===== config.mk =====
export PLATFORM = sky130hd
export DESIGN_NAME = nec_ir_frame_decoder_flat
export DESIGN_NICKNAME = d
export VERILOG_FILES = /design/src/nec_pkg.sv /design/src/nec_if.sv /design/src/nec_ir_frame_decoder.sv /design/src/nec_front.sv /design/src/nec_queue.sv /design/src/nec_back.sv /design/src/flat_wrapper.sv
export SDC_FILE = /design/constraint.sdc
export NUM_CORES = 1
export LEC_CHECK = 0
export BUFFER_PORTS_ARGS = -buffer_cell sky130_fd_sc_hd__buf_2
export CAP_MARGIN = 20
export CELL_PAD_IN_SITES_DETAIL_PLACEMENT = 1
export CELL_PAD_IN_SITES_GLOBAL_PLACEMENT = 2
export CORE_MARGIN = 5
export CORE_UTILIZATION = 37
export DETAILED_ROUTE_END_ITERATION = 16
export PLACE_DENSITY = 0.85
export RECOVER_POWER = 25
export SLEW_MARGIN = 20
export SYNTH_ARGS = -nofsm -noshare
export SYNTH_HDL_FRONTEND = slang
export SYNTH_SLANG_ARGS = --single-unit

===== constraint.sdc =====
create_clock -name clk -period 4.6 [get_ports clk]
set_input_delay 0.69 -clock clk [delete_from_list [all_inputs] [get_ports clk]]
set_output_delay 0.69 -clock clk [all_outputs]
set_load 0.1 [all_outputs]

===== src/nec_pkg.sv =====
// Shared types and constants for the NEC infrared frame decoder.
// No dependencies; every other file refers to this package by scoped names.
`default_nettype none
package nec_pkg;

  localparam int TIME_W    = 16;
  localparam int CFG_W     = 16;
  localparam int CFG_IDX_W = 3;
  localparam int STATUS_W  = 2;
  localparam int FRAME_BITS_DEF = 32;
  localparam int Q_DEPTH   = 2;

  // Configuration register indexes.
  localparam logic [CFG_IDX_W-1:0] REG_LEAD_MARK_MIN = 3'd0;
  localparam logic [CFG_IDX_W-1:0] REG_LEAD_MARK_MAX = 3'd1;
  localparam logic [CFG_IDX_W-1:0] REG_BIT_MARK_MIN  = 3'd2;
  localparam logic [CFG_IDX_W-1:0] REG_BIT_MARK_MAX  = 3'd3;
  localparam logic [CFG_IDX_W-1:0] REG_BIT_SPACE_MAX = 3'd4;
  localparam logic [CFG_IDX_W-1:0] REG_ONE_THRESHOLD = 3'd5;

  // Reset values of the configuration registers, in 8 us ticks.
  localparam logic [CFG_W-1:0] RST_LEAD_MARK_MIN = 16'd1072;
  localparam logic [CFG_W-1:0] RST_LEAD_MARK_MAX = 16'd1215;
  localparam logic [CFG_W-1:0] RST_BIT_MARK_MIN  = 16'd55;
  localparam logic [CFG_W-1:0] RST_BIT_MARK_MAX  = 16'd81;
  localparam logic [CFG_W-1:0] RST_BIT_SPACE_MAX = 16'd254;
  localparam logic [CFG_W-1:0] RST_ONE_THRESHOLD = 16'd140;

  // Leading space windows in 128 us units (space >> 4), all bounds exclusive
  // for the repeat window and inclusive for the frame start window.
  localparam logic [TIME_W-5:0] REP_LO   = 12'd16;
  localparam logic [TIME_W-5:0] REP_HI   = 12'd22;
  localparam logic [TIME_W-5:0] START_LO = 12'd32;
  localparam logic [TIME_W-5:0] START_HI = 12'd36;
  localparam logic [TIME_W-1:0] SPACE_MIN = 16'd55;

  // Result status codes.
  localparam logic [STATUS_W-1:0] ST_FRAME  = 2'd0;
  localparam logic [STATUS_W-1:0] ST_REPEAT = 2'd1;
  localparam logic [STATUS_W-1:0] ST_ERROR  = 2'd2;

  // Classification of one pulse, as handed from the front to the back.
  typedef struct packed {
    logic lead_ok;   // mark inside the leading window
    logic rep_sp;    // leading space means repeat
    logic start_sp;  // leading space means frame start
    logic mark_ok;   // mark inside the bit window
    logic space_ok;  // space inside the data bit window
    logic is_one;    // space decodes as a logical one
  } cls_t;

endpackage
`default_nettype wire


===== src/nec_if.sv =====
// Handshake channels of the decoder: pulse words in, result words out.
// Depends on nec_pkg for field widths.
`default_nettype none
interface nec_in_if;
  logic                          valid;
  logic                          ready;
  logic [nec_pkg::TIME_W-1:0]    mark_time;
  logic [nec_pkg::TIME_W-1:0]    space_time;
  modport source(output valid, mark_time, space_time, input ready);
  modport sink(input valid, mark_time, space_time, output ready);
endinterface

interface nec_out_if;
  logic                          valid;
  logic                          ready;
  logic [nec_pkg::STATUS_W-1:0]  status;
  logic [15:0]                   address;
  logic [7:0]                    command;
  logic [7:0]                    command_inverse;
  modport source(output valid, status, address, command, command_inverse, input ready);
  modport sink(input valid, status, address, command, command_inverse, output ready);
endinterface
`default_nettype wire


===== src/nec_ir_frame_decoder.sv =====
// NEC infrared frame decoder, top level.
//
// in_ch carries one measured pulse per word: mark_time and space_time in 8 us
// ticks. out_ch carries one result word: status (frame, repeat or timing
// error), address, command and command_inverse. Both channels use a
// valid/ready handshake; a word moves on a rising edge where both are high.
// cfg_we, cfg_index and cfg_data write the six timing registers, one per
// cycle; writes to indexes beyond the sixth are dropped.
//
// A pulse accepted at one edge is classified into a two-word queue; the
// sequencer consumes it from the queue head once the result register is free
// or draining and, if it ends a frame or fails, the result word is valid right
// after that edge. One pulse is taken per cycle while out_ch does not stall,
// limited by the single sequencer step. When out_ch stalls, the held result
// blocks the sequencer and in_ch.ready drops once the queue holds two words.
// Synchronous reset (rst_n low) restores the register defaults, empties the
// queue and the result register and returns the sequencer to its wait phase.
// Depends on nec_pkg, nec_if, nec_front, nec_queue and nec_back.
`default_nettype none
module nec_ir_frame_decoder #(
  parameter int FRAME_BITS = nec_pkg::FRAME_BITS_DEF
) (
  input  wire logic                           clk,
  input  wire logic                           rst_n,
  input  wire logic                           cfg_we,
  input  wire logic [nec_pkg::CFG_IDX_W-1:0]  cfg_index,
  input  wire logic [nec_pkg::CFG_W-1:0]      cfg_data,
  nec_in_if.sink                              in_ch,
  nec_out_if.source                           out_ch
);

  logic          q_push, q_full, q_not_empty, q_pop;
  nec_pkg::cls_t q_entry, q_head;

  nec_front u_front (
    .clk       (clk),
    .rst_n     (rst_n),
    .cfg_we    (cfg_we),
    .cfg_index (cfg_index),
    .cfg_data  (cfg_data),
    .in_ch     (in_ch),
    .q_full    (q_full),
    .q_push    (q_push),
    .q_entry   (q_entry)
  );

  nec_queue u_queue (
    .clk        (clk),
    .rst_n      (rst_n),
    .push       (q_push),
    .push_entry (q_entry),
    .full       (q_full),
    .not_empty  (q_not_empty),
    .pop        (q_pop),
    .head       (q_head)
  );

  nec_back #(
    .FRAME_BITS (FRAME_BITS)
  ) u_back (
    .clk         (clk),
    .rst_n       (rst_n),
    .q_not_empty (q_not_empty),
    .q_head      (q_head),
    .q_pop       (q_pop),
    .out_ch      (out_ch)
  );

endmodule
`default_nettype wire


===== src/nec_front.sv =====
// Front end: configuration registers, input word acceptance and pulse classification.
// Depends on nec_pkg and nec_in_if.
`default_nettype none
module nec_front (
  input  wire logic                           clk,
  input  wire logic                           rst_n,
  input  wire logic                           cfg_we,
  input  wire logic [nec_pkg::CFG_IDX_W-1:0]  cfg_index,
  input  wire logic [nec_pkg::CFG_W-1:0]      cfg_data,
  nec_in_if.sink                              in_ch,
  input  wire logic                           q_full,
  output logic                                q_push,
  output nec_pkg::cls_t                       q_entry
);

  logic [nec_pkg::CFG_W-1:0] lead_min_r, lead_max_r, bit_min_r, bit_max_r;
  logic [nec_pkg::CFG_W-1:0] space_max_r, one_thr_r;
  logic [nec_pkg::TIME_W-5:0] units;

  always_ff @(posedge clk) begin
    if (!rst_n) begin
      lead_min_r  <= nec_pkg::RST_LEAD_MARK_MIN;
      lead_max_r  <= nec_pkg::RST_LEAD_MARK_MAX;
      bit_min_r   <= nec_pkg::RST_BIT_MARK_MIN;
      bit_max_r   <= nec_pkg::RST_BIT_MARK_MAX;
      space_max_r <= nec_pkg::RST_BIT_SPACE_MAX;
      one_thr_r   <= nec_pkg::RST_ONE_THRESHOLD;
    end else if (cfg_we) begin
      case (cfg_index)
        nec_pkg::REG_LEAD_MARK_MIN: lead_min_r  <= cfg_data;
        nec_pkg::REG_LEAD_MARK_MAX: lead_max_r  <= cfg_data;
        nec_pkg::REG_BIT_MARK_MIN:  bit_min_r   <= cfg_data;
        nec_pkg::REG_BIT_MARK_MAX:  bit_max_r   <= cfg_data;
        nec_pkg::REG_BIT_SPACE_MAX: space_max_r <= cfg_data;
        nec_pkg::REG_ONE_THRESHOLD: one_thr_r   <= cfg_data;
        default: ;
      endcase
    end
  end

  assign in_ch.ready = !q_full;
  assign q_push      = in_ch.valid && !q_full;
  assign units       = in_ch.space_time[nec_pkg::TIME_W-1:4];

  // Every window is evaluated here; the back end picks what its phase needs.
  always_comb begin
    q_entry.lead_ok  = (in_ch.mark_time >= lead_min_r) && (in_ch.mark_time <= lead_max_r);
    q_entry.rep_sp   = (units > nec_pkg::REP_LO) && (units < nec_pkg::REP_HI);
    q_entry.start_sp = (units >= nec_pkg::START_LO) && (units <= nec_pkg::START_HI);
    q_entry.mark_ok  = (in_ch.mark_time >= bit_min_r) && (in_ch.mark_time <= bit_max_r);
    q_entry.space_ok = (in_ch.space_time >= nec_pkg::SPACE_MIN) &&
                       (in_ch.space_time <= space_max_r);
    q_entry.is_one   = in_ch.space_time > one_thr_r;
  end

endmodule
`default_nettype wire


===== src/nec_queue.sv =====
// Short queue of classified pulses between the front and the back end.
// Depends on nec_pkg.
`default_nettype none
module nec_queue (
  input  wire logic           clk,
  input  wire logic           rst_n,
  input  wire logic           push,
  input  wire nec_pkg::cls_t  push_entry,
  output logic                full,
  output logic                not_empty,
  input  wire logic           pop,
  output nec_pkg::cls_t       head
);

  localparam int PTR_W = $clog2(nec_pkg::Q_DEPTH);
  localparam int CNT_W = $clog2(nec_pkg::Q_DEPTH + 1);

  nec_pkg::cls_t     mem [nec_pkg::Q_DEPTH];
  logic [PTR_W-1:0]  wr_ptr_r, rd_ptr_r;
  logic [CNT_W-1:0]  count_r;

  assign full      = count_r == CNT_W'(nec_pkg::Q_DEPTH);
  assign not_empty = count_r != '0;
  assign head      = mem[rd_ptr_r];

  always_ff @(posedge clk) begin
    if (push) begin
      mem[wr_ptr_r] <= push_entry;
    end
  end

  always_ff @(posedge clk) begin
    if (!rst_n) begin
      wr_ptr_r <= '0;
      rd_ptr_r <= '0;
      count_r  <= '0;
    end else begin
      if (push) begin
        wr_ptr_r <= (wr_ptr_r == PTR_W'(nec_pkg::Q_DEPTH - 1)) ? '0 : wr_ptr_r + 1'b1;
      end
      if (pop) begin
        rd_ptr_r <= (rd_ptr_r == PTR_W'(nec_pkg::Q_DEPTH - 1)) ? '0 : rd_ptr_r + 1'b1;
      end
      if (push && !pop) begin
        count_r <= count_r + 1'b1;
      end else if (pop && !push) begin
        count_r <= count_r - 1'b1;
      end
    end
  end

endmodule
`default_nettype wire


===== src/nec_back.sv =====
// Back end: NEC phase sequencer, bit shifter and registered result word.
// Depends on nec_pkg and nec_out_if.
`default_nettype none
module nec_back #(
  parameter int FRAME_BITS = nec_pkg::FRAME_BITS_DEF
) (
  input  wire logic          clk,
  input  wire logic          rst_n,
  input  wire logic          q_not_empty,
  input  wire nec_pkg::cls_t q_head,
  output logic               q_pop,
  nec_out_if.source          out_ch
);

  localparam int CNT_W = $clog2(FRAME_BITS + 1);

  localparam logic [1:0] PH_WAIT = 2'd0;
  localparam logic [1:0] PH_DATA = 2'd1;
  localparam logic [1:0] PH_STOP = 2'd2;

  logic [1:0]       phase_r, phase_nxt;
  logic             rep_r, rep_nxt;
  logic [CNT_W-1:0] bits_r, bits_nxt;
  logic [31:0]      frame_r, frame_nxt;
  logic [5:0]       bits_ext;
  logic [1:0]       byte_sel;

  logic             emit;
  logic [nec_pkg::STATUS_W-1:0] emit_status;
  logic [31:0]      emit_frame;

  logic             out_valid_r;
  logic [nec_pkg::STATUS_W-1:0] status_r;
  logic [31:0]      result_r;

  // A new word can be taken whenever the result register is free or draining.
  assign q_pop    = q_not_empty && (!out_valid_r || out_ch.ready);
  assign bits_ext = 6'(bits_r);
  assign byte_sel = bits_ext[4:3];

  always_comb begin
    phase_nxt   = phase_r;
    rep_nxt     = rep_r;
    bits_nxt    = bits_r;
    frame_nxt   = frame_r;
    emit        = 1'b0;
    emit_status = nec_pkg::ST_ERROR;
    emit_frame  = '0;
    case (phase_r)
      PH_DATA: begin
        if (!q_head.mark_ok || !q_head.space_ok) begin
          emit      = 1'b1;
          phase_nxt = PH_WAIT;
          rep_nxt   = 1'b0;
          bits_nxt  = '0;
        end else begin
          // Bits enter at the top of the current byte, so each byte ends LSB first.
          for (int i = 0; i < 4; i++) begin
            if (byte_sel == 2'(i)) begin
              frame_nxt[i*8 +: 8] = {q_head.is_one, frame_r[i*8+1 +: 7]};
            end
          end
          bits_nxt = bits_r + 1'b1;
          if (bits_nxt == CNT_W'(FRAME_BITS)) begin
            phase_nxt = PH_STOP;
          end
        end
      end
      PH_STOP: begin
        emit      = 1'b1;
        phase_nxt = PH_WAIT;
        rep_nxt   = 1'b0;
        bits_nxt  = '0;
        if (q_head.mark_ok) begin
          emit_status = rep_r ? nec_pkg::ST_REPEAT : nec_pkg::ST_FRAME;
          emit_frame  = frame_r;
        end
      end
      default: begin
        // Wait phase; the unused code falls back here as well.
        phase_nxt = PH_WAIT;
        if (q_head.lead_ok) begin
          if (q_head.rep_sp) begin
            phase_nxt = PH_STOP;
            rep_nxt   = 1'b1;
          end else if (q_head.start_sp) begin
            phase_nxt = PH_DATA;
            rep_nxt   = 1'b0;
            bits_nxt  = '0;
            frame_nxt = '0;
          end
        end
      end
    endcase
  end

  always_ff @(posedge clk) begin
    if (!rst_n) begin
      phase_r <= PH_WAIT;
      rep_r   <= 1'b0;
      bits_r  <= '0;
      frame_r <= '0;
    end else if (q_pop) begin
      phase_r <= phase_nxt;
      rep_r   <= rep_nxt;
      bits_r  <= bits_nxt;
      frame_r <= frame_nxt;
    end
  end

  always_ff @(posedge clk) begin
    if (!rst_n) begin
      out_valid_r <= 1'b0;
    end else if (q_pop && emit) begin
      out_valid_r <= 1'b1;
    end else if (out_ch.ready) begin
      out_valid_r <= 1'b0;
    end
  end

  always_ff @(posedge clk) begin
    if (q_pop && emit) begin
      status_r <= emit_status;
      result_r <= emit_frame;
    end
  end

  assign out_ch.valid           = out_valid_r;
  assign out_ch.status          = status_r;
  assign out_ch.address         = result_r[15:0];
  assign out_ch.command         = result_r[23:16];
  assign out_ch.command_inverse = result_r[31:24];

  a_error_zero: assert property (@(posedge clk) disable iff (!rst_n)
    out_valid_r && (status_r == nec_pkg::ST_ERROR) |-> (result_r == '0))
    else $error("error word carries a nonzero payload");

  a_bits_bound: assert property (@(posedge clk) disable iff (!rst_n)
    bits_r <= CNT_W'(FRAME_BITS))
    else $error("bit counter ran past the frame length");

  a_stop_full: assert property (@(posedge clk) disable iff (!rst_n)
    (phase_r == PH_STOP) && !rep_r |-> (bits_r == CNT_W'(FRAME_BITS)))
    else $error("stop phase reached without a complete frame");

  a_no_pop_stalled: assert property (@(posedge clk) disable iff (!rst_n)
    out_valid_r && !out_ch.ready |-> !q_pop)
    else $error("word taken from the queue while the result register is blocked");

endmodule
`default_nettype wire


===== src/flat_wrapper.sv =====
// flat-port wrapper written by rule: the top's interface ports become plain ports
module nec_ir_frame_decoder_flat 
#(
  parameter int FRAME_BITS = nec_pkg::FRAME_BITS_DEF
)
  (clk, rst_n, cfg_we, cfg_index, cfg_data, in_ch_valid, in_ch_mark_time, in_ch_space_time, in_ch_ready, out_ch_valid, out_ch_status, out_ch_address, out_ch_command, out_ch_command_inverse, out_ch_ready);
  nec_in_if in_ch_i ();
  nec_out_if out_ch_i ();
  input  wire logic clk;
  input  wire logic rst_n;
  input  wire logic cfg_we;
  input  wire logic [nec_pkg::CFG_IDX_W-1:0] cfg_index;
  input  wire logic [nec_pkg::CFG_W-1:0] cfg_data;
  input wire logic [$bits(in_ch_i.valid)-1:0] in_ch_valid;
  input wire logic [$bits(in_ch_i.mark_time)-1:0] in_ch_mark_time;
  input wire logic [$bits(in_ch_i.space_time)-1:0] in_ch_space_time;
  output wire logic [$bits(in_ch_i.ready)-1:0] in_ch_ready;
  output wire logic [$bits(out_ch_i.valid)-1:0] out_ch_valid;
  output wire logic [$bits(out_ch_i.status)-1:0] out_ch_status;
  output wire logic [$bits(out_ch_i.address)-1:0] out_ch_address;
  output wire logic [$bits(out_ch_i.command)-1:0] out_ch_command;
  output wire logic [$bits(out_ch_i.command_inverse)-1:0] out_ch_command_inverse;
  input wire logic [$bits(out_ch_i.ready)-1:0] out_ch_ready;
  assign in_ch_i.valid = in_ch_valid;
  assign in_ch_i.mark_time = in_ch_mark_time;
  assign in_ch_i.space_time = in_ch_space_time;
  assign in_ch_ready = in_ch_i.ready;
  assign out_ch_valid = out_ch_i.valid;
  assign out_ch_status = out_ch_i.status;
  assign out_ch_address = out_ch_i.address;
  assign out_ch_command = out_ch_i.command;
  assign out_ch_command_inverse = out_ch_i.command_inverse;
  assign out_ch_i.ready = out_ch_ready;
  nec_ir_frame_decoder #(.FRAME_BITS(FRAME_BITS)) u_core (.clk(clk), .rst_n(rst_n), .cfg_we(cfg_we), .cfg_index(cfg_index), .cfg_data(cfg_data), .in_ch(in_ch_i), .out_ch(out_ch_i));
endmodule

==> results of run 1 <==
==> final cells by class <==
| cell class | count | share of cell area, % |
|---|---|---|
| Inverter | 103 | 3.47 |
| Tap cell | 335 | 3.76 |
| Clock inverter | 15 | 1.93 |
| Sequential cell | 189 | 38.1 |
| Timing Repair Buffer | 97 | 4.39 |
| Clock buffer | 17 | 3.82 |
| Multi-Input combinational cell | 744 | 44.6 |
==> where the power goes <==
| group | switching, mW | internal, mW | total, mW |
|---|---|---|---|
| Sequential | 0.0439 | 1.78 | 1.83 |
| Clock | 0.801 | 0.758 | 1.56 |
| Combinational | 0.536 | 0.225 | 0.761 |
==> layout by cell type, fill, tap and decap left out, types with 3 or more instances in the layout <==
cell         n
a2111oi_0    3
a221oi_1     3
dfxtp_1    143
nor3_1       8
nand2b_1     6
o21ai_4      3
edfxtp_1    46
a21oi_1     33
ha_1       100
and2_1      14
o21ai_0     21
a21o_1       9
a21boi_0    73
o21a_1       6
or3_1        6
clkbuf_16   17
a211oi_1     6
nor2b_1      7
nand4_1     17
inv_1      102
nand3_1     49
nor2_1      15
mux2i_1     33
buf_4        4
nor4_1       5
clkinv_8     8
clkbuf_1     5
and2_0      30
nand2_1    227
buf_2       88
and3_1       6
o211ai_1    34
==> sequential cells by signal, summed over array words and instances, names as in the netlist, named ones only <==
name                         flops
u_core.u_back.frame_r           32
u_core.u_back.result_r          32
u_core.u_front.bit_max_r        16
u_core.u_front.bit_min_r        16
u_core.u_front.lead_max_r       16
u_core.u_front.lead_min_r       16
u_core.u_front.one_thr_r        16
u_core.u_front.space_max_r      16
u_core.u_queue.mem              12
u_core.u_back.bits_ext           6
u_core.u_back.out_ch.status      2
u_core.u_back.phase_r            2
u_core.u_queue.count_r           2
u_core.u_back.out_ch.valid       1
u_core.u_back.rep_r              1
u_core.u_queue.rd_ptr_r          1
u_core.u_queue.wr_ptr_r          1
==> metal layers <==
layer | GRT usage, % | up-vias | routed length [um]
li1 | - | 3852 | -
met1 | 22.2 | 3744 | 12000
met2 | 31.2 | 108 | 13000
met3 | 2.47 | 24 | 737
met4 | 4.72 | 0 | 339
met5 | 0 | - | 0
==> cells in the mapped netlist (all sizes together) (2+ instances only) <==
cell type  number
nand2         227
dfxtp         143
inv           103
ha            100
a21boi         73
nand3          49
edfxtp         46
and2           44
clkbuf         42
o211ai         34
a21oi          33
mux2i          33
o21ai          25
nand4          17
nor2           17
a21o            9
nor3            9
nor2b           7
a211oi          6
and3            6
nand2b          6
o21a            6
or3             6
buf             5
nor4            5
a2111oi         3
a221oi          3
a311oi          2
and4            2
mux2            2
nand4b          2
o311a           2
xnor2           2
==> worst max-delay path, cell delays in order <==
cell       delay [ps]
buf_4             530
clkbuf_1         1660
o2111ai_1         300
o41ai_1           150
==> logic make-up (layout without fill, tap and decap cells) <==
group	after synthesis	in the layout	synth area share (%)
buf+inv	150	232	5.93
mux	35	35	3.61
compound gates	204	204	15.0
simple gates	402	402	19.0
flops	189	189	43.4
fa+ha+maj	100	100	12.8
xor+xnor	3	3	0.269
==> path summary, 6_finish.rpt <==
path / startpoint / cells after the start / to
worst max-delay path: rst_n / 4 / u_core.u_back.phase_r[0]
worst min-delay path: u_core.u_back.frame_r[24] / 2 / u_core.u_back.frame_r[24]
worst max register to register: u_core.u_back.phase_r[1] / 7 / u_core.u_back.frame_r[2]
worst min register to register: u_core.u_back.frame_r[24] / 2 / u_core.u_back.frame_r[24]
==> flow_summary.yaml, run 1 <==
outcome:
  status: "finished, violations left"
  violations: "max-capacitance violations, max-slew violations"
timing:
  hold_violations: 0
  clock-skew-final_ps: 12.9
  period_share_pct: 65.7
  slew_violations: 108
  min_period_ps: 3020
  tns_ps: 0
  maxSlewHeadroom_pct: -49.2
  rsz0062_at_grt: "no"
  setup_viol: 0
  holdWs_ps: 460
  setup_slack_ps: 1580
  fmax_mhz: 331
  worst_slew_pin_slew_ps: 2240
cts:
  cts_max_level: 4
  cts_tree: "done"
  cts_hold_buf: 0
  cts_made_buffers: 17
  cts_setup_buffers: 0
  cts.sinks: 189
  ctsResizeCount: 0
  cts.path.max_buffers: 2
  clock-root-buffer: "clkbuf_16"
  path_clk_slew_ps: 80
  insertion_delay_ps: 440
global_route:
  grt_max_degree: 70
  grt_pass1_wl_um: 42800
  grt_usage_pct: 17.5
  antenna_found_initial: 0
  grt_pass1_vias: 8114
  grt_overflow_total: 0
floorplanning:
  core_area_sq_um: 26100
  initial_utilization_pct: 37.5
  die_area_sq_um: 29800
  ios: 92
  fp.dieH_um: 173
  die_x_um: 173
  num_rows: 59
layout:
  drive_above_1_share_pct: 12.0
  fin_area_sq_um: 11100
  seq_area_sq_um: 4240
  nNetsFinal: 1308
  fillers: 3092
  diodes: 0
  multiInputGateArea_sq_um: 4970
  fin_cells: 1500
  syn_to_final_growth_pct: 13.9
  final_core_util_pct: 42.8
synthesis:
  synth_area_leaders: "dfxtp_1, edfxtp_1, ha_1"
  synth_ff_type: "dfxtp_1"
  syn-num-nets: 1239
  yosysWarningCount: 0
  synth_cells: 1083
  yosys.area.top_type: "dfxtp_1"
  netlist_area_sq_um: 9780
  async_flop_share_pct: 0
  syn_area_per_cell_sq_um: 9.03
  yosysSeqAreaShare_pct: 43.4
  ys_ff_latch: 189
  ys_types: 55
  synth_top_area_share_pct: 29.3
  synth_edf_count: 46
power:
  p_leak_nw: 4.14
  powerDensity_nw_per_um2: 372
  total_power_mw: 4.15
  ir_drop_mv: 0.272
placed_design:
  place.gp.congestion: 0.841
  port-buffer-count: 91
  dp.cells: 1468
  dpl_cell_area_sq_um: 10500
  place_hpwl_um: 19100
  post-place-ws_ps: 2000
detailed_routing:
  post-route-drc-count: 0
  drt_first_pass_iters: 4
  antenna_left: 0
  vias: 7728
  post_drt_via_cell_ratio: 5.15
  drt-total-wl_um: 26100
  drtIter0Drc: 338
  wl_per_cell_um: 17.4
setup_path:
  endpoint_kind: "register"
  startpoint_type: "input port"
  r2r_slack_ps: 2120
  worstSetupPathType: "input port to register"
  crit_arrival_ps: 3350
  path_max_fanout: 69
  required_ps: 4930
run:
  maxCapViolations: 2
hold_path:
  hold_class: "register to register"
Note: power is estimated with default switching activity, not from simulation.
==> inputs of run 2 (changes only) <==
--- a/config.mk
+++ b/config.mk
@@ -10,9 +10,9 @@
 export CELL_PAD_IN_SITES_DETAIL_PLACEMENT = 1
 export CELL_PAD_IN_SITES_GLOBAL_PLACEMENT = 2
 export CORE_MARGIN = 5
-export CORE_UTILIZATION = 37
+export CORE_UTILIZATION = 34
 export DETAILED_ROUTE_END_ITERATION = 16
-export PLACE_DENSITY = 0.85
+export PLACE_DENSITY = 0.82
 export RECOVER_POWER = 25
 export SLEW_MARGIN = 20
 export SYNTH_ARGS = -nofsm -noshare
==> constraint.sdc (replaced) <==
create_clock -name clk -period 2.5 [get_ports clk]
set_input_delay 0.375 -clock clk [delete_from_list [all_inputs] [get_ports clk]]
set_output_delay 0.375 -clock clk [all_outputs]
set_load 0.1 [all_outputs]
==> flow_summary.yaml, run 2 (synthesized netlist as in run 1, its figures left out) <==
floorplanning:
  die_x_um: 180
  core_area_sq_um: 28500
  fp.dieH_um: 180
  num_rows: 62
  initial_utilization_pct: 34.3
  die_area_sq_um: 32300
  ios: 92
layout:
  layout_common_cells: "nand2_1, dfxtp_1, inv_1"
  final_common_cell: "nand2_1"
  reg_top3: "u_core.u_back.frame_r x32, u_core.u_back.result_r x32"
  drive_above_1_share_pct: 12.2
  multiInputGateArea_sq_um: 4970
  fillers: 3380
  syn_to_final_growth_pct: 15.5
  diodes: 0
  nNetsFinal: 1319
  seq_area_sq_um: 4240
cts:
  insertion_delay_ps: 450
  cts_made_buffers: 17
  clock-root-buffer: "clkbuf_16"
  cts.sinks: 189
  path_clk_slew_ps: 90
  cts_setup_buffers: 0
  cts_tree: "done"
  cts.path.max_buffers: 2
  ctsResizeCount: 0
  cts_max_level: 4
  cts_hold_buf: 0
timing:
  slew_violations: 0
  clock-skew-final_ps: 19.2
  min_period_ps: 2180
  maxSlewHeadroom_pct: 20.6
  period_share_pct: 87.1
  rsz0062_at_grt: "no"
  holdWs_ps: 237
  fmax_mhz: 459
  worst_slew_pin_slew_ps: 1190
  tns_ps: 0
  setup_viol: 0
  hold_violations: 0
run:
  maxCapViolations: 0
setup_path:
  crit_arrival_ps: 2540
  worstSetupPathType: "register to register"
  required_ps: 2870
  endpoint_kind: "register"
  startpoint_type: "register"
  path_max_fanout: 10
power:
  ir_drop_mv: 0.349
  p_leak_nw: 4.22
  powerDensity_nw_per_um2: 688
  total_power_mw: 7.78
detailed_routing:
  antenna_left: 0
  drt_first_pass_iters: 4
  wl_per_cell_um: 17.0
  vias: 7760
  drtIter0Drc: 311
  post-route-drc-count: 0
  drt-total-wl_um: 26600
  post_drt_via_cell_ratio: 4.97
global_route:
  antenna_found_initial: 1
  grt_usage_pct: 16.5
  grt_overflow_total: 0
  grt_max_degree: 86
  grt_pass1_vias: 7985
  grt_pass1_wl_um: 43200
placed_design:
  place_hpwl_um: 19500
  port-buffer-count: 91
  place.gp.congestion: 0.795
outcome:
  status: "finished clean"
hold_path:
  hold_class: "input port to register"
==> run 2: changes by cell type in the layout (fill, tap and decap cells not counted), sizes merged <==
| cell | previous run | this run |
|---|---|---|
| inv | 109 | 113 |
| clkinv | 9 | 5 |
| buf | 92 | 97 |
| clkbuf | 22 | 28 |
==> run 2: worst paths after layout <==
path                                                       end                      start  slack, ps  cells after the start
worst min-delay path            u_core.u_front.space_max_r[13]               cfg_data[13]        240                      3
worst max register to register        u_core.u_back.frame_r[5]                   register        320                      5
worst min register to register       u_core.u_back.frame_r[24]  u_core.u_back.frame_r[24]        460                      2
worst max-delay path                  u_core.u_back.frame_r[5]                   register        320                      5
==> run 2: routing by layer <==
| layer | vias up | track usage (%) | routed length (um) | part of all wire (%) |
|---|---|---|---|---|
| met2 | 104 | 28.9 | 12900 | 49 |
| met4 | 2 | 2.65 | 146 | 0.55 |
| met5 | - | 0 | 11 | 0.041 |
| li1 | 3882 | - | - | - |
| met3 | 13 | 3.01 | 703 | 2.6 |
| met1 | 3759 | 21.7 | 12800 | 48 |
==> run 2: area by class of cell <==
type | count | area share, %
clock buffers | 17 | 3.76
repair buffers | 108 | 5.01
well taps | 384 | 4.25
flip-flops and latches | 189 | 37.5
clock inverters | 15 | 2.03
multi-input cells | 744 | 44.0
inverters | 103 | 3.42
==> run 2: report_power, final <==
group	switching [mW]	leakage, nW	internal (mW)	total, mW
Clock	1.55	0.314	1.43	2.98
Combinational	1.01	2.36	0.432	1.44
Sequential	0.0793	1.54	3.28	3.36
Total	2.63	4.22	5.14	7.78
==> run 2: through the flow <==
step,instances,utilization (%),worst slack (ps),instance area (sq um)
2_1_floorplan,1083,-,56.7,9800
3_3_place_gp,1528,37.4,338,10700
3_5_place_dp,1528,37.4,286,10700
4_1_cts,1560,39.7,292,11300
5_1_grt,1560,39.6,135,11300
6_report,1560,39.6,323,11300
==> run 2: critical path, cell delays in order (launching register included) <==
cell and delay (ps):
dfxtp_1 480, and3_1 270, o21ai_2 80, or3_1 490
o31ai_4 540, mux2i_1 250
